**config.mk**
```make
export PLATFORM = sky130hd
export DESIGN_NAME = hand_eye_point_to_base_transform
export DESIGN_NICKNAME = d
export VERILOG_FILES = /design/src/hw/rtl/hept_pkg.sv /design/src/hw/rtl/hept_ctrl.sv /design/src/hw/rtl/hept_dp.sv /design/src/hw/rtl/hand_eye_point_to_base_transform.sv
export SDC_FILE = /design/constraint.sdc
export NUM_CORES = 2
export LEC_CHECK = 0
export BUFFER_PORTS_ARGS = -buffer_cell sky130_fd_sc_hd__buf_2
export CORE_UTILIZATION = 44
export CTS_BUF_LIST = sky130_fd_sc_hd__clkbuf_8
export DETAILED_ROUTE_END_ITERATION = 8
export GPL_TIMING_DRIVEN = 0
export PLACE_DENSITY = 0.57
export SYNTH_ARGS = -nofsm -noshare
export SYNTH_HDL_FRONTEND = slang
export SYNTH_SLANG_ARGS = --single-unit
```
**constraint.sdc**
```tcl
create_clock -name clk -period 13.3 [get_ports clk]
set_input_delay 0.665 -clock clk [delete_from_list [all_inputs] [get_ports clk]]
set_output_delay 0.665 -clock clk [all_outputs]
set_load 0.01 [all_outputs]
```
**src/hw/rtl/hept_pkg.sv**
```systemverilog
// shared types, constants and microcode tables for the point-to-base transform
package hept_pkg;

	localparam int APB_AW = 6;
	localparam int APB_DW = 64;

	localparam logic [2:0] REG_ROW0    = 3'd0;
	localparam logic [2:0] REG_ROW1    = 3'd1;
	localparam logic [2:0] REG_ROW2    = 3'd2;
	localparam logic [2:0] REG_SHIFT_X = 3'd3;
	localparam logic [2:0] REG_SHIFT_Y = 3'd4;
	localparam logic [2:0] REG_SHIFT_Z = 3'd5;

	localparam logic signed [16:0] TURN_UNITS    = 17'sd23040;
	localparam logic signed [16:0] HALF_UNITS    = 17'sd11520;
	localparam logic signed [16:0] QUARTER_UNITS = 17'sd5760;
	localparam logic signed [31:0] CORDIC_X0     = 32'sd163008218;
	localparam logic [3:0]         CORDIC_LAST   = 4'd15;

	localparam logic [5:0] POSE_LAST  = 6'd50;
	localparam logic [5:0] POINT_LAST = 6'd8;

	typedef enum logic [3:0] {
		A_SA, A_CA, A_SB, A_CB, A_SG, A_CG, A_SACB, A_CACB, A_P, A_C
	} asel_t;

	typedef enum logic [3:0] {
		B_SA, B_CA, B_SB, B_CB, B_SG, B_CG, B_ONE, B_H, B_SHIFT, B_V
	} bsel_t;

	typedef enum logic [2:0] {
		WB_NONE, WB_SACB, WB_CACB, WB_P, WB_C, WB_O, WB_W
	} wb_t;

	typedef struct packed {
		asel_t      asel;
		logic [3:0] aidx;
		bsel_t      bsel;
		logic [3:0] bidx;
		logic       clr;
		logic       neg;
		logic       sh;
		wb_t        wb;
		logic [3:0] widx;
	} uop_t;

	typedef struct packed {
		logic       accept;
		logic       cord_load;
		logic       cord_step;
		logic       cord_store;
		logic [1:0] ang_sel;
		logic [3:0] iter;
		uop_t       uop;
		logic       push;
	} dp_cmd_t;

	function automatic uop_t mk(asel_t a, int ai, bsel_t b, int bi,
			logic c, logic n, logic s, wb_t w, int wi);
		uop_t u;
		u.asel = a;
		u.aidx = 4'(ai);
		u.bsel = b;
		u.bidx = 4'(bi);
		u.clr  = c;
		u.neg  = n;
		u.sh   = s;
		u.wb   = w;
		u.widx = 4'(wi);
		return u;
	endfunction

	function automatic uop_t nop_uop();
		return mk(A_SA, 0, B_SA, 0, 1'b1, 1'b0, 1'b0, WB_NONE, 0);
	endfunction

	// pose program: trig products, P entries, then P*H and P*Th
	function automatic uop_t pose_uop(logic [5:0] n);
		uop_t u;
		u = nop_uop();
		case (n)
			6'd0:  u = mk(A_SA,   0, B_CB,  0, 1'b1, 1'b0, 1'b0, WB_SACB, 0);
			6'd1:  u = mk(A_CA,   0, B_CB,  0, 1'b1, 1'b0, 1'b0, WB_CACB, 0);
			6'd2:  u = mk(A_SA,   0, B_SB,  0, 1'b1, 1'b0, 1'b1, WB_P,    2);
			6'd3:  u = mk(A_CA,   0, B_CG,  0, 1'b1, 1'b0, 1'b1, WB_NONE, 0);
			6'd4:  u = mk(A_SACB, 0, B_SG,  0, 1'b0, 1'b1, 1'b0, WB_P,    0);
			6'd5:  u = mk(A_CA,   0, B_SG,  0, 1'b1, 1'b1, 1'b1, WB_NONE, 0);
			6'd6:  u = mk(A_SACB, 0, B_CG,  0, 1'b0, 1'b1, 1'b0, WB_P,    1);
			6'd7:  u = mk(A_SA,   0, B_CG,  0, 1'b1, 1'b0, 1'b1, WB_NONE, 0);
			6'd8:  u = mk(A_CACB, 0, B_SG,  0, 1'b0, 1'b0, 1'b0, WB_P,    3);
			6'd9:  u = mk(A_SA,   0, B_SG,  0, 1'b1, 1'b1, 1'b1, WB_NONE, 0);
			6'd10: u = mk(A_CACB, 0, B_CG,  0, 1'b0, 1'b0, 1'b0, WB_P,    4);
			6'd11: u = mk(A_CA,   0, B_SB,  0, 1'b1, 1'b1, 1'b1, WB_P,    5);
			6'd12: u = mk(A_SB,   0, B_SG,  0, 1'b1, 1'b0, 1'b1, WB_P,    6);
			6'd13: u = mk(A_SB,   0, B_CG,  0, 1'b1, 1'b0, 1'b1, WB_P,    7);
			6'd14: u = mk(A_CB,   0, B_ONE, 0, 1'b1, 1'b0, 1'b1, WB_P,    8);
			default: begin
				for (int i = 0; i < 3; i++)
					for (int j = 0; j < 3; j++)
						for (int k = 0; k < 3; k++)
							if (n == 6'(15 + i * 9 + j * 3 + k))
								u = mk(A_P, i * 3 + k, B_H, k * 3 + j, k == 0, 1'b0,
									1'b0, (k == 2) ? WB_C : WB_NONE, i * 3 + j);
				for (int i = 0; i < 3; i++)
					for (int j = 0; j < 3; j++)
						if (n == 6'(42 + i * 3 + j))
							u = mk(A_P, i * 3 + j, B_SHIFT, j, j == 0, 1'b0, 1'b0,
								(j == 2) ? WB_O : WB_NONE, i);
			end
		endcase
		return u;
	endfunction

	function automatic uop_t point_uop(logic [5:0] n);
		uop_t u;
		u = nop_uop();
		for (int i = 0; i < 3; i++)
			for (int j = 0; j < 3; j++)
				if (n == 6'(i * 3 + j))
					u = mk(A_C, i * 3 + j, B_V, j, j == 0, 1'b0, 1'b0,
						(j == 2) ? WB_W : WB_NONE, i);
		return u;
	endfunction

	// arctangent steps in 2^-14 degree
	function automatic logic [20:0] atan_of(logic [3:0] i);
		logic [20:0] r;
		case (i)
			4'd0:    r = 21'd737280;
			4'd1:    r = 21'd435243;
			4'd2:    r = 21'd229971;
			4'd3:    r = 21'd116736;
			4'd4:    r = 21'd58595;
			4'd5:    r = 21'd29326;
			4'd6:    r = 21'd14667;
			4'd7:    r = 21'd7334;
			4'd8:    r = 21'd3667;
			4'd9:    r = 21'd1833;
			4'd10:   r = 21'd917;
			4'd11:   r = 21'd458;
			4'd12:   r = 21'd229;
			4'd13:   r = 21'd115;
			4'd14:   r = 21'd57;
			default: r = 21'd29;
		endcase
		return r;
	endfunction

	function automatic logic signed [15:0] sat16(logic signed [47:0] v);
		if (v > 48'sd32767)
			return 16'sh7fff;
		if (v < -48'sd32768)
			return 16'sh8000;
		return v[15:0];
	endfunction

	function automatic logic signed [23:0] sat24(logic signed [47:0] v);
		if (v > 48'sd8388607)
			return 24'sh7fffff;
		if (v < -48'sd8388608)
			return 24'sh800000;
		return v[23:0];
	endfunction

	function automatic logic signed [31:0] sat32(logic signed [47:0] v);
		if (v > 48'sd2147483647)
			return 32'sh7fffffff;
		if (v < -48'sd2147483648)
			return 32'sh80000000;
		return v[31:0];
	endfunction

endpackage

```
**src/hw/rtl/hept_ctrl.sv**
```systemverilog
// sequencer: cordic runs, microcode stepping and output word handshake
module hept_ctrl
	import hept_pkg::*;
(
	input  logic    clk,
	input  logic    arst_n,
	input  logic    in_valid,
	input  logic    in_point,
	output logic    in_ready,
	output logic    out_valid,
	input  logic    out_ready,
	output dp_cmd_t cmd
);

	typedef enum logic [2:0] {
		ST_IDLE, ST_CLOAD, ST_CRUN, ST_CSTORE, ST_PROG, ST_DRAIN, ST_PUSH
	} state_t;

	state_t     state_q;
	logic [1:0] ang_q;
	logic [3:0] iter_q;
	logic [5:0] step_q;
	logic       drain_q;
	logic       point_q;
	logic       out_valid_q;
	logic       accept;
	logic       push;

	assign in_ready  = (state_q == ST_IDLE);
	assign accept    = in_valid && in_ready;
	assign push      = (state_q == ST_PUSH) && (!out_valid_q || out_ready);
	assign out_valid = out_valid_q;

	always_comb begin
		cmd            = '0;
		cmd.accept     = accept;
		cmd.cord_load  = (state_q == ST_CLOAD);
		cmd.cord_step  = (state_q == ST_CRUN);
		cmd.cord_store = (state_q == ST_CSTORE);
		cmd.ang_sel    = ang_q;
		cmd.iter       = iter_q;
		cmd.push       = push;
		if (state_q == ST_PROG)
			cmd.uop = point_q ? point_uop(step_q) : pose_uop(step_q);
		else
			cmd.uop = nop_uop();
	end

	always_ff @(posedge clk or negedge arst_n) begin
		if (!arst_n) begin
			state_q     <= ST_IDLE;
			ang_q       <= '0;
			iter_q      <= '0;
			step_q      <= '0;
			drain_q     <= 1'b0;
			point_q     <= 1'b0;
			out_valid_q <= 1'b0;
		end else begin
			if (push)
				out_valid_q <= 1'b1;
			else if (out_ready)
				out_valid_q <= 1'b0;
			case (state_q)
				ST_IDLE: begin
					if (accept) begin
						point_q <= in_point;
						step_q  <= '0;
						ang_q   <= '0;
						state_q <= in_point ? ST_PROG : ST_CLOAD;
					end
				end
				ST_CLOAD: begin
					iter_q  <= '0;
					state_q <= ST_CRUN;
				end
				ST_CRUN: begin
					iter_q <= iter_q + 4'd1;
					if (iter_q == CORDIC_LAST)
						state_q <= ST_CSTORE;
				end
				ST_CSTORE: begin
					if (ang_q == 2'd2) begin
						state_q <= ST_PROG;
					end else begin
						ang_q   <= ang_q + 2'd1;
						state_q <= ST_CLOAD;
					end
				end
				ST_PROG: begin
					step_q <= step_q + 6'd1;
					if (step_q == (point_q ? POINT_LAST : POSE_LAST)) begin
						drain_q <= 1'b0;
						state_q <= ST_DRAIN;
					end
				end
				ST_DRAIN: begin
					// mac pipeline is two deep behind the last issue
					drain_q <= 1'b1;
					if (drain_q)
						state_q <= point_q ? ST_PUSH : ST_IDLE;
				end
				ST_PUSH: begin
					if (push)
						state_q <= ST_IDLE;
				end
				default: state_q <= ST_IDLE;
			endcase
		end
	end

endmodule

```
**src/hw/rtl/hept_dp.sv**
```systemverilog
// datapath: config registers, cordic unit, shared multiply-accumulate, result store
module hept_dp
	import hept_pkg::*;
(
	input  logic               clk,
	input  logic               arst_n,
	input  dp_cmd_t            cmd,
	input  logic [119:0]       in_data,
	input  logic               cfg_we,
	input  logic [2:0]         cfg_idx,
	input  logic [APB_DW-1:0]  cfg_wdata,
	output logic [APB_DW-1:0]  cfg_rdata,
	output logic [71:0]        out_data
);

	logic        [47:0] h_row_q   [3];
	logic signed [23:0] shift_q   [3];
	logic signed [15:0] h_flat    [9];
	logic signed [23:0] coord_q   [3];
	logic signed [15:0] ang_q     [3];
	logic signed [15:0] sa_q, ca_q, sb_q, cb_q, sg_q, cg_q;
	logic signed [31:0] sacb_q, cacb_q;
	logic signed [15:0] p_q       [9];
	logic signed [15:0] crot_q    [9];
	logic signed [31:0] coff_q    [3];
	logic signed [23:0] world_q   [3];
	logic        [71:0] out_q;

	// configuration
	always_ff @(posedge clk or negedge arst_n) begin
		if (!arst_n) begin
			h_row_q[0] <= 48'd16384;
			h_row_q[1] <= 48'd16384 << 16;
			h_row_q[2] <= 48'd16384 << 32;
			shift_q[0] <= '0;
			shift_q[1] <= '0;
			shift_q[2] <= '0;
		end else if (cfg_we) begin
			case (cfg_idx)
				REG_ROW0:    h_row_q[0] <= cfg_wdata[47:0];
				REG_ROW1:    h_row_q[1] <= cfg_wdata[47:0];
				REG_ROW2:    h_row_q[2] <= cfg_wdata[47:0];
				REG_SHIFT_X: shift_q[0] <= cfg_wdata[23:0];
				REG_SHIFT_Y: shift_q[1] <= cfg_wdata[23:0];
				REG_SHIFT_Z: shift_q[2] <= cfg_wdata[23:0];
				default: ;
			endcase
		end
	end

	always_comb begin
		case (cfg_idx)
			REG_ROW0:    cfg_rdata = {16'd0, h_row_q[0]};
			REG_ROW1:    cfg_rdata = {16'd0, h_row_q[1]};
			REG_ROW2:    cfg_rdata = {16'd0, h_row_q[2]};
			REG_SHIFT_X: cfg_rdata = {40'd0, shift_q[0]};
			REG_SHIFT_Y: cfg_rdata = {40'd0, shift_q[1]};
			REG_SHIFT_Z: cfg_rdata = {40'd0, shift_q[2]};
			default:     cfg_rdata = '0;
		endcase
	end

	always_comb begin
		for (int r = 0; r < 3; r++)
			for (int c = 0; c < 3; c++)
				h_flat[r * 3 + c] = h_row_q[r][16 * c +: 16];
	end

	// input word latch
	always_ff @(posedge clk) begin
		if (cmd.accept) begin
			coord_q[0] <= in_data[23:0];
			coord_q[1] <= in_data[47:24];
			coord_q[2] <= in_data[71:48];
			ang_q[0]   <= in_data[87:72];
			ang_q[1]   <= in_data[103:88];
			ang_q[2]   <= in_data[119:104];
		end
	end

	// cordic: one micro-rotation per cycle
	logic signed [16:0] r0, r1, r2;
	logic               fold_neg;
	logic signed [31:0] cx_q, cy_q, dx, dy, xr, yr;
	logic signed [23:0] cz_q, atan_v;
	logic               cneg_q;
	logic signed [15:0] cos_v, sin_v;

	always_comb begin
		r0 = 17'(ang_q[cmd.ang_sel]);
		if (r0 >= HALF_UNITS)
			r1 = r0 - TURN_UNITS;
		else if (r0 < -HALF_UNITS)
			r1 = r0 + TURN_UNITS;
		else
			r1 = r0;
		fold_neg = 1'b1;
		if (r1 > QUARTER_UNITS)
			r2 = r1 - HALF_UNITS;
		else if (r1 < -QUARTER_UNITS)
			r2 = r1 + HALF_UNITS;
		else begin
			r2       = r1;
			fold_neg = 1'b0;
		end
		dx     = cy_q >>> cmd.iter;
		dy     = cx_q >>> cmd.iter;
		atan_v = 24'(atan_of(cmd.iter));
		xr     = (cx_q + 32'sd8192) >>> 14;
		yr     = (cy_q + 32'sd8192) >>> 14;
		if (xr > 32'sd16384)
			cos_v = 16'sd16384;
		else if (xr < -32'sd16384)
			cos_v = -16'sd16384;
		else
			cos_v = xr[15:0];
		if (yr > 32'sd16384)
			sin_v = 16'sd16384;
		else if (yr < -32'sd16384)
			sin_v = -16'sd16384;
		else
			sin_v = yr[15:0];
		if (cneg_q) begin
			cos_v = -cos_v;
			sin_v = -sin_v;
		end
	end

	always_ff @(posedge clk) begin
		if (cmd.cord_load) begin
			cx_q   <= CORDIC_X0;
			cy_q   <= '0;
			cz_q   <= 24'(r2) <<< 8;
			cneg_q <= fold_neg;
		end else if (cmd.cord_step) begin
			if (cz_q >= 0) begin
				cx_q <= cx_q - dx;
				cy_q <= cy_q + dy;
				cz_q <= cz_q - atan_v;
			end else begin
				cx_q <= cx_q + dx;
				cy_q <= cy_q - dy;
				cz_q <= cz_q + atan_v;
			end
		end
		if (cmd.cord_store) begin
			case (cmd.ang_sel)
				2'd0: begin
					sa_q <= sin_v;
					ca_q <= cos_v;
				end
				2'd1: begin
					sb_q <= sin_v;
					cb_q <= cos_v;
				end
				default: begin
					sg_q <= sin_v;
					cg_q <= cos_v;
				end
			endcase
		end
	end

	// shared mac: operand select, product register, accumulator, write-back
	logic signed [31:0] a_op;
	logic signed [23:0] b_op;
	logic signed [55:0] prod_full;
	logic signed [47:0] prod_s1, acc_s2, term, r14, r28;
	uop_t               ctl_s1, ctl_s2;

	always_comb begin
		case (cmd.uop.asel)
			A_SA:    a_op = 32'(sa_q);
			A_CA:    a_op = 32'(ca_q);
			A_SB:    a_op = 32'(sb_q);
			A_CB:    a_op = 32'(cb_q);
			A_SG:    a_op = 32'(sg_q);
			A_CG:    a_op = 32'(cg_q);
			A_SACB:  a_op = sacb_q;
			A_CACB:  a_op = cacb_q;
			A_P:     a_op = 32'(p_q[cmd.uop.aidx]);
			A_C:     a_op = 32'(crot_q[cmd.uop.aidx]);
			default: a_op = '0;
		endcase
		case (cmd.uop.bsel)
			B_SA:    b_op = 24'(sa_q);
			B_CA:    b_op = 24'(ca_q);
			B_SB:    b_op = 24'(sb_q);
			B_CB:    b_op = 24'(cb_q);
			B_SG:    b_op = 24'(sg_q);
			B_CG:    b_op = 24'(cg_q);
			B_ONE:   b_op = 24'sd16384;
			B_H:     b_op = 24'(h_flat[cmd.uop.bidx]);
			B_SHIFT: b_op = shift_q[cmd.uop.bidx[1:0]];
			B_V:     b_op = coord_q[cmd.uop.bidx[1:0]];
			default: b_op = '0;
		endcase
		prod_full = a_op * b_op;
		term      = ctl_s1.sh ? (prod_s1 <<< 14) : prod_s1;
		if (ctl_s1.neg)
			term = -term;
		r14 = (acc_s2 + 48'sd8192) >>> 14;
		r28 = (acc_s2 + 48'sd134217728) >>> 28;
	end

	always_ff @(posedge clk or negedge arst_n) begin
		if (!arst_n) begin
			ctl_s1 <= nop_uop();
			ctl_s2 <= nop_uop();
		end else begin
			ctl_s1 <= cmd.uop;
			ctl_s2 <= ctl_s1;
		end
	end

	always_ff @(posedge clk) begin
		prod_s1 <= prod_full[47:0];
		acc_s2  <= (ctl_s1.clr ? 48'sd0 : acc_s2) + term;
	end

	always_ff @(posedge clk or negedge arst_n) begin
		if (!arst_n) begin
			for (int i = 0; i < 9; i++)
				crot_q[i] <= (i % 4 == 0) ? 16'sd16384 : 16'sd0;
			for (int i = 0; i < 3; i++)
				coff_q[i] <= '0;
		end else begin
			case (ctl_s2.wb)
				WB_C:    crot_q[ctl_s2.widx] <= sat16(r14);
				WB_O:    coff_q[ctl_s2.widx[1:0]] <=
					sat32(r14 + 48'(coord_q[ctl_s2.widx[1:0]]));
				default: ;
			endcase
		end
	end

	always_ff @(posedge clk) begin
		case (ctl_s2.wb)
			WB_SACB: sacb_q <= acc_s2[31:0];
			WB_CACB: cacb_q <= acc_s2[31:0];
			WB_P:    p_q[ctl_s2.widx] <= sat16(r28);
			WB_W:    world_q[ctl_s2.widx[1:0]] <=
				sat24(r14 + 48'(coff_q[ctl_s2.widx[1:0]]));
			default: ;
		endcase
		if (cmd.push)
			out_q <= {world_q[2], world_q[1], world_q[0]};
	end

	assign out_data = out_q;

endmodule

```
**src/hw/rtl/hand_eye_point_to_base_transform.sv**
```systemverilog
// top level of the hand-eye point-to-base transform
//
// Input stream s_axis: tuser 0 is a pose word (arm translation and ZXZ
// angles), tuser 1 a camera point. Output stream m_axis carries one base-frame
// point for each camera point; pose words give no output.
// The APB port holds the hand-eye rotation rows and translation (byte
// address 8*i, 64-bit data); write it only while the block is idle.
// A point runs nine multiply-accumulates through the single shared 32x24
// multiplier, a drain of the mac pipeline and one output load; output valid
// rises in the same cycle that the block is idle again for the next word.
// A pose keeps the block busy through three 16-step CORDIC runs, each with a
// load and a store step, 51 steps of the shared multiplier and a pipeline drain.
// One word is in work at a time; s_axis_tready is high only while idle.
// The result sits in an output register, so a new word is accepted while an
// earlier result waits on m_axis_tready; a further point holds in its output
// load step until the register is free.
// Reset restores the identity hand-eye matrix, zero translation and an
// identity stored transform, with no output pending.
module hand_eye_point_to_base_transform
	import hept_pkg::*;
(
	input  logic              clk,
	input  logic              arst_n,
	input  logic              s_axis_tvalid,
	output logic              s_axis_tready,
	input  logic [119:0]      s_axis_tdata,  // coord_x, coord_y, coord_z, angle_first, angle_second, angle_third
	input  logic              s_axis_tuser,  // req_type
	output logic              m_axis_tvalid,
	input  logic              m_axis_tready,
	output logic [71:0]       m_axis_tdata,  // world_x, world_y, world_z
	input  logic              psel,
	input  logic              penable,
	input  logic              pwrite,
	input  logic [APB_AW-1:0] paddr,
	input  logic [APB_DW-1:0] pwdata,
	output logic [APB_DW-1:0] prdata,
	output logic              pready
);

	dp_cmd_t cmd;
	logic    cfg_we;

	assign pready = 1'b1;
	assign cfg_we = psel && penable && pwrite && pready;

	hept_ctrl u_ctrl (
		.clk       (clk),
		.arst_n    (arst_n),
		.in_valid  (s_axis_tvalid),
		.in_point  (s_axis_tuser),
		.in_ready  (s_axis_tready),
		.out_valid (m_axis_tvalid),
		.out_ready (m_axis_tready),
		.cmd       (cmd)
	);

	hept_dp u_dp (
		.clk       (clk),
		.arst_n    (arst_n),
		.cmd       (cmd),
		.in_data   (s_axis_tdata),
		.cfg_we    (cfg_we),
		.cfg_idx   (paddr[5:3]),
		.cfg_wdata (pwdata),
		.cfg_rdata (prdata),
		.out_data  (m_axis_tdata)
	);

	// one word in work at a time
	a_busy_after_accept: assert property (@(posedge clk) disable iff (!arst_n)
		s_axis_tvalid && s_axis_tready |=> !s_axis_tready)
		else $error("input accepted while busy");

	// a pose word never raises an output
	a_pose_silent: assert property (@(posedge clk) disable iff (!arst_n)
		s_axis_tvalid && s_axis_tready && !s_axis_tuser |=> !$rose(m_axis_tvalid))
		else $error("pose word produced output");

	// output load and input acceptance never coincide
	a_push_not_idle: assert property (@(posedge clk) disable iff (!arst_n)
		cmd.push |-> !cmd.accept)
		else $error("output loaded while accepting input");

endmodule

```
# ---- Word-level counts from Yosys, hierarchy flattened
# Memory sizes are Yosys's and may differ from the RTL's. A register that Yosys moved wholly into a read port is not among the register bits.
# Cells that the tools add are included.
dict set report classes {
  n_addsub 23
  n_mul 1
  n_lt_le_gt_ge 24
  n_eq_ne 95
  n_shift 2
  muxes 154
  bitwise 6
  reduce_logical 34
}
# operator count
set op_table {}
lappend op_table {{$mux 26} 47}
lappend op_table {{$pmux 26 s15} 1}
lappend op_table {{$mux 16} 23}
lappend op_table {{$mux 32} 10}
lappend op_table {{$pmux 32 s10} 1}
lappend op_table {{$pmux 48 s6} 1}
lappend op_table {{$mux 24} 10}
lappend op_table {{$pmux 24 s10} 1}
lappend op_table {{$bwmux 144} 1}
lappend op_table {{$mux 48} 3}
lappend op_table {{$bmux 16 s4} 2}
lappend op_table {{$eq 6x6->1 const B} 19}
lappend op_table {{$bwmux 96} 1}
lappend op_table {{$eq 6x5->1 const B} 16}
lappend op_table {{$add 32x15->32 const B} 2}
lappend op_table {{$add 32x32->32} 2}
lappend op_table {{$bmux 32 s2} 1}
lappend op_table {{$demux 16 s4} 1}
lappend op_table {{$demux 32 s2} 1}
lappend op_table {{$sshr 32x4->32} 2}
lappend op_table {{$sub 32x32->32} 2}
lappend op_table {{$add 48x15->48 const B} 1}
lappend op_table {{$add 48x29->48 const B} 1}
lappend op_table {{$add 48x48->48} 1}
lappend op_table {{other kinds (75)} 189}
dict set report word_totals {
  register_bits 836
  mem_bits_rw 336
  mem_bits_ro 320
  inputBits 198
  output_inout_bits 139
  word_cells 391
  n_memories 5
}
# name depth width read_ports rd_ports_with_merged_regs write_ports line
set memory_table {}
lappend memory_table {{(no name shown)} 16 20 1 0 0 hept_pkg.sv:128} ;# case (i)
lappend memory_table {u_dp.p_q 9 16 1 0 1 hept_dp.sv:23} ;# logic signed [15:0] p_q [9];
lappend memory_table {u_dp.coord_q 3 24 2 0 3 hept_dp.sv:19} ;# logic signed [23:0] coord_q [3];
lappend memory_table {u_dp.world_q 3 24 3 3 1 hept_dp.sv:26} ;# logic signed [23:0] world_q [3];
lappend memory_table {u_dp.ang_q 3 16 1 0 3 hept_dp.sv:20} ;# logic signed [15:0] ang_q [3];

# ---- Longest topological paths before layout
dict set report logic_depth {
  word_depth 46
  ltp_mapped 49
  mapped_depth_nobuf 42
}

# ---- Hierarchy
# From an unflattened synthesis, not the netlist that was laid out.
dict set report unflattened {
  hier_cells 9684
  area_unflattened_um2 96411.2
}
# mod instances cells_per_inst area_each_um2 seq_area_each_um2
set by_module_without_submodules {}
lappend by_module_without_submodules {hept_dp 1 9212 93427.1 32775.2}
lappend by_module_without_submodules {hept_ctrl 1 469 2966.6 450.4}
lappend by_module_without_submodules {hand_eye_point_to_base_transform 1 3 17.5 0.0}

# ---- Worst setup path after synthesis
# No wires, ideal clock.
dict set report synth_timing {
  kind {register to register}
  startpoint {register u_ctrl.step_q[1]}
  endpoint {register u_dp.prod_s1[46]}
  setup_ps 72
  arrival_time_ps 10363
  required_time_ps 13228
  setup_slack_ps 2865
  stages_incl_launch_ff 48
  path_buffers 7
  period_less_slack_ps 10435
  path_cell_list {dfrtp_1 inv_1 ha_1 buf_2 buf_2 clkbuf_1 nor2b_1 o21ai_0 a21o_1 a221o_1 nand2_1 clkbuf_1 buf_2 buf_1 nand2_1 a32oi_1 nand3_1 a21oi_1 [12 not listed] fa_1 inv_1 fa_1 inv_1 fa_1 inv_1 ha_1 a21o_1 a21o_1 a2111oi_0 o31a_1 o211ai_1 a31o_2 nand3_1 a311oi_1 a221o_1 a21oi_1 xnor2_1}
}
dict set report synth_via {
  elab_chain_cells 45
  word_cells_on_any_way 136
  classes_between {1 x mul; 68 x eq/ne; 59 x mux; 3 x bitwise; 3 x reduce/logical; 2 x memory}
}
# element line
set synth_rtl {}
lappend synth_rtl {{start, declared} hept_ctrl.sv:22} ;# logic [5:0] step_q;
lappend synth_rtl {{start signal, assigned} hept_ctrl.sv:90} ;# step_q <= step_q + 6'd1;
lappend synth_rtl {{$eq 6x5->1} hept_pkg.sv:101} ;# if (n == 6'(15 + i * 9 + j * 3 + k))
lappend synth_rtl {{$mux 26 (26 in a row)} hept_pkg.sv:101}
lappend synth_rtl {{$mux 26 (9 in a row)} hept_pkg.sv:106} ;# if (n == 6'(42 + i * 3 + j))
lappend synth_rtl {{$pmux 26 s15} hept_pkg.sv:81} ;# case (n)
lappend synth_rtl {{$mux 26 *} hept_ctrl.sv:44} ;# cmd.uop = point_q ? point_uop(step_q) : pose_uop(step_q);
lappend synth_rtl {{$mux 26 *} hept_ctrl.sv:43} ;# if (state_q == ST_PROG)
lappend synth_rtl {{$not 4->5 (not written as such), or another cell as far along} hept_dp.sv:182} ;# A_C: a_op = 32'(crot_q[cmd.uop.aidx]);
lappend synth_rtl {{$bmux 16 s4, or another cell as far along} hept_dp.sv:182}
lappend synth_rtl {{$mux 16 (not written as such), or another cell as far along (2 in a row)} hept_dp.sv:182}
lappend synth_rtl {{$pmux 32 s10 or $pmux 24 s10 (tied branches)} {hept_dp.sv:172, hept_dp.sv:185}}
lappend synth_rtl {{$mul 32x24->48 *} hept_dp.sv:198} ;# prod_full = a_op * b_op;
lappend synth_rtl {{net u_dp.prod_full[46]} hept_dp.sv:167} ;# logic signed [55:0] prod_full;
lappend synth_rtl {{end signal, assigned} hept_dp.sv:217} ;# prod_s1 <= prod_full[47:0];
lappend synth_rtl {{end, declared} hept_dp.sv:168} ;# logic signed [47:0] prod_s1, acc_s2, term, r14, r28;
# Mark *: on every way through the listed nets, which the timed path passes. The rest lies on a longest branch. The select of a mux whose other input is x is not followed.
# A chain may end at the register's enable or synchronous reset.

# ---- Worst setup path after layout
dict set report layout_timing {
  startpoint {register u_ctrl.step_q[1]}
  endpoint {register u_dp.prod_s1[47]}
}
# The elaborated chain is that of the path after synthesis.

==> impl_metrics.json <==
{
  "initial_core_util_pct": 44.47,
  "dp_hpwl_um": 300400,
  "crit_fanout": 10,
  "syn_avg_cell_area_um2": 9.837,
  "gr-total-overflow": 0,
  "slew-limit-headroom_pct": -2.902,
  "drv_cap": 5,
  "cts_root_buf": "clkbuf_8",
  "dr.pass1.iters": 6,
  "grt_max_degree": 109,
  "crit_arrival_ns": 13.93,
  "clock-sinks": 1244,
  "wirelength_um": 382200,
  "ys_ff_latch": 1244,
  "status": "complete, but fails checks",
  "r2r_setup_slack_ns": 0.21,
  "clock_path_buffers": 3,
  "nNetsFinal": 11799,
  "max_freq_mhz": 76.41,
  "first_global_vias": 80485,
  "grt_pass1_wl_um": 550000,
  "wire_per_inst_um": 28.17,
  "worstMarginPinSlew_ns": 1.527,
  "skew_ns": 0.04627,
  "crit_type": "flop to flop",
  "fp.dieH_um": 468.6,
  "grtUsageTotal_pct": 34.49,
  "cts_htree_levels": 4,
  "grt_antenna_before_repair": 21,
  "drcViolationCount": 0,
  "period_share_pct": 98.40,
  "ys_seq_area_share_pct": 34.68,
  "coreArea_um2": 215500,
  "postLayoutCellArea_um2": 108800,
  "port_buffers": 300,
  "cts_made_buffers": 216,
  "gp_congestion": 1.039,
  "synth_edf_count": 585,
  "fp-row-count": 170,
  "vias": 80118,
  "die_width_um": 468.6,
  "crit_path_frequent_cell": "fa_1",
  "ant_nets": 0,
  "hold_path_class": "primary input to flop",
  "placed_cell_area_um2": 101900,
  "cts_tree": "built",
  "cpMaxStageDelayCell": "fa_1",
  "synthCells": 9740,
  "synthFlopType": "edfxtp_1",
  "seqCellArea_um2": 33230,
  "violations": "capacitance limit, slew limit",
  "clk_latency_ns": 1.03,
  "drt_iter0_drc": 7596,
  "syn_to_final_growth_pct": 13.61,
  "setup_violations": 0,
  "cts.clk_slew.worst_paths_ns": 0.06,
  "final_layout_size_suffix_gt1_share_pct": 13.38,
  "die_area_um2": 219600,
  "via_per_inst": 5.905,
  "critPathRequiredTime_ns": 14.15,
  "drv_slew": 22,
  "cp-start-kind": "flop",
  "synth_warnings": 0,
  "cp-end-kind": "flop",
  "num-fill-cells": 20143,
  "ioPinCount": 337,
  "syn_area_um2": 95810,
  "synth_cell_type_count": 106,
  "min_period_ns": 13.09,
  "multi_input_area_um2": 57180,
  "final_core_util_pct": 50.52,
  "slowest_delay_ns": 0.84,
  "ys_async_sr_fraction_pct": 39.47,
  "hold_viol": 0
}
-- per-stage QoR --
step / worst slack [ns] / TNS, ns / cells / hold slack (ns)
after CTS: 0.006870 / 0 / 13554 / 0.1350
after detailed placement: -2.466 / -41.32 / 12959 / 0.3347
final: 0.2131 / 0 / 13567 / 0.2288
after global placement: -3.240 / -66.55 / 12893 / 0.3343
after floorplan: 2.865 / 0 / 9755 / 0.3312
after global routing: -0.002854 / -0.002854 / 13561 / 0.2162
-- area by class of cell --
class | count | share of cell area, %
multi-input cells | 6985 | 52.53
inverters | 954 | 3.293
plain buffers | 567 | 2.378
diodes | 8 | 0.01839
repair buffers | 566 | 4.006
clock inverters | 160 | 0.8920
well taps | 2838 | 3.262
clock buffers | 245 | 3.098
flip-flops and latches | 1244 | 30.52
-- worst max-delay path, delay by kind of cell (launching register included) --
kind / cells / cell delay, ns
compound gates: 10 / 3.40
xor+xnor: 1 / 0.42
fa+ha+maj: 9 / 4.64
buf+inv: 8 / 2.07
flops: 1 / 0.47
simple gates: 7 / 1.92
-- routing by layer --
metal	wire [um]	part of all wire [%]	GRT usage (%)	vias to the layer above
li1	-	-	-	35066
met1	153600	40	43.84	40495
met2	172900	45	54.77	3588
met3	30040	7.9	6.882	959
met4	25570	6.7	19.73	10
met5	75	0.020	0	-
-- flip-flops by register name, indices dropped and copies added (netlist names), 7 cells and up --
signal and flops:
u_dp.sb_q 16, u_dp.coord_q 72, u_dp.sa_q 16, u_dp.ang_q 48, u_dp.sacb_q 32, u_dp.cx_q 32, u_dp.h_flat 144, u_dp.shift_q 72
u_dp.cacb_q 32, u_dp.ctl_s2 7, u_dp.coff_q 96, u_dp.crot_q 144, u_dp.cy_q 32, u_dp.p_q 144, u_dp.ctl_s1 10, u_dp.sg_q 16
m_axis_tdata 72, u_dp.acc_s2 48, u_dp.ca_q 16, u_dp.prod_s1 48, u_dp.cg_q 16, u_dp.cz_q 24, u_dp.world_q 72, u_dp.cb_q 16
-- path summary, 6_finish.rpt --
path                                  startpoint           endpoint  depth (start not counted)
worst max register to register  u_ctrl.step_q[1]   u_dp.prod_s1[47]                         35
worst min-delay path               s_axis_tvalid  u_ctrl.state_q[0]                          5
worst min register to register    u_dp.ctl_s1[2]     u_dp.ctl_s2[2]                          0
min in group asynchronous                 arst_n   u_dp.shift_q[68]                          2
max in group asynchronous                 arst_n    u_dp.crot_q[74]                          5
worst max-delay path            u_ctrl.step_q[1]   u_dp.prod_s1[47]                         35
-- cells by family after synthesis --
group / share of synthesized area, %
other: 0.007838
buffers and inverters: 6.298
adder cells (fa/ha/maj): 19.40
XOR/XNOR: 4.234
AND/OR/NAND/NOR: 12.68
flip-flops: 34.68
AO/OA/AOI/OAI: 12.82
multiplexers: 9.878
-- cells in the final DEF, fill, tap and decap left out, types with 368 or more instances in the layout --
cell type	n
a21oi_1	564
buf_2	385
dfrtp_1	484
edfxtp_1	585
fa_1	697
ha_1	368
inv_1	1030
nand2_1	1180
nor2_1	618
o21ai_0	488
-- cell usage after synthesis, drive strengths merged (102+ instances only) --
cell / n / area, um^2
nand2: 1186 / 4452
fa: 698 / 13970
o21ai: 545 / 2728
mux2: 342 / 3851
inv: 953 / 3577
a21o: 107 / 803.3
edfxtp: 585 / 17570
ha: 369 / 4617
buf: 184 / 997.2
dfxtp: 168 / 3363
xnor2: 281 / 2461
a22oi: 102 / 765.7
nor2: 632 / 2385
clkbuf: 388 / 1456
a21oi: 574 / 2880
mux2i: 363 / 3646
nor2b: 149 / 939.7
nand3: 153 / 765.7
dfrtp: 484 / 12110
xor2: 177 / 1550
and2: 120 / 750.7
-- what timing repair did --
action                                  in CTS  in global routing
resized for setup                          119                112
endpoints found under the setup margin      31                 13
hold buffers                               171                  0
buffers inserted                            23                  5
hold endpoints to repair                   430                  0
pin swaps                                    8                  1
Power is not shown: default switching activity piles up to over one toggle a cycle in this logic, so the estimate is an artifact.
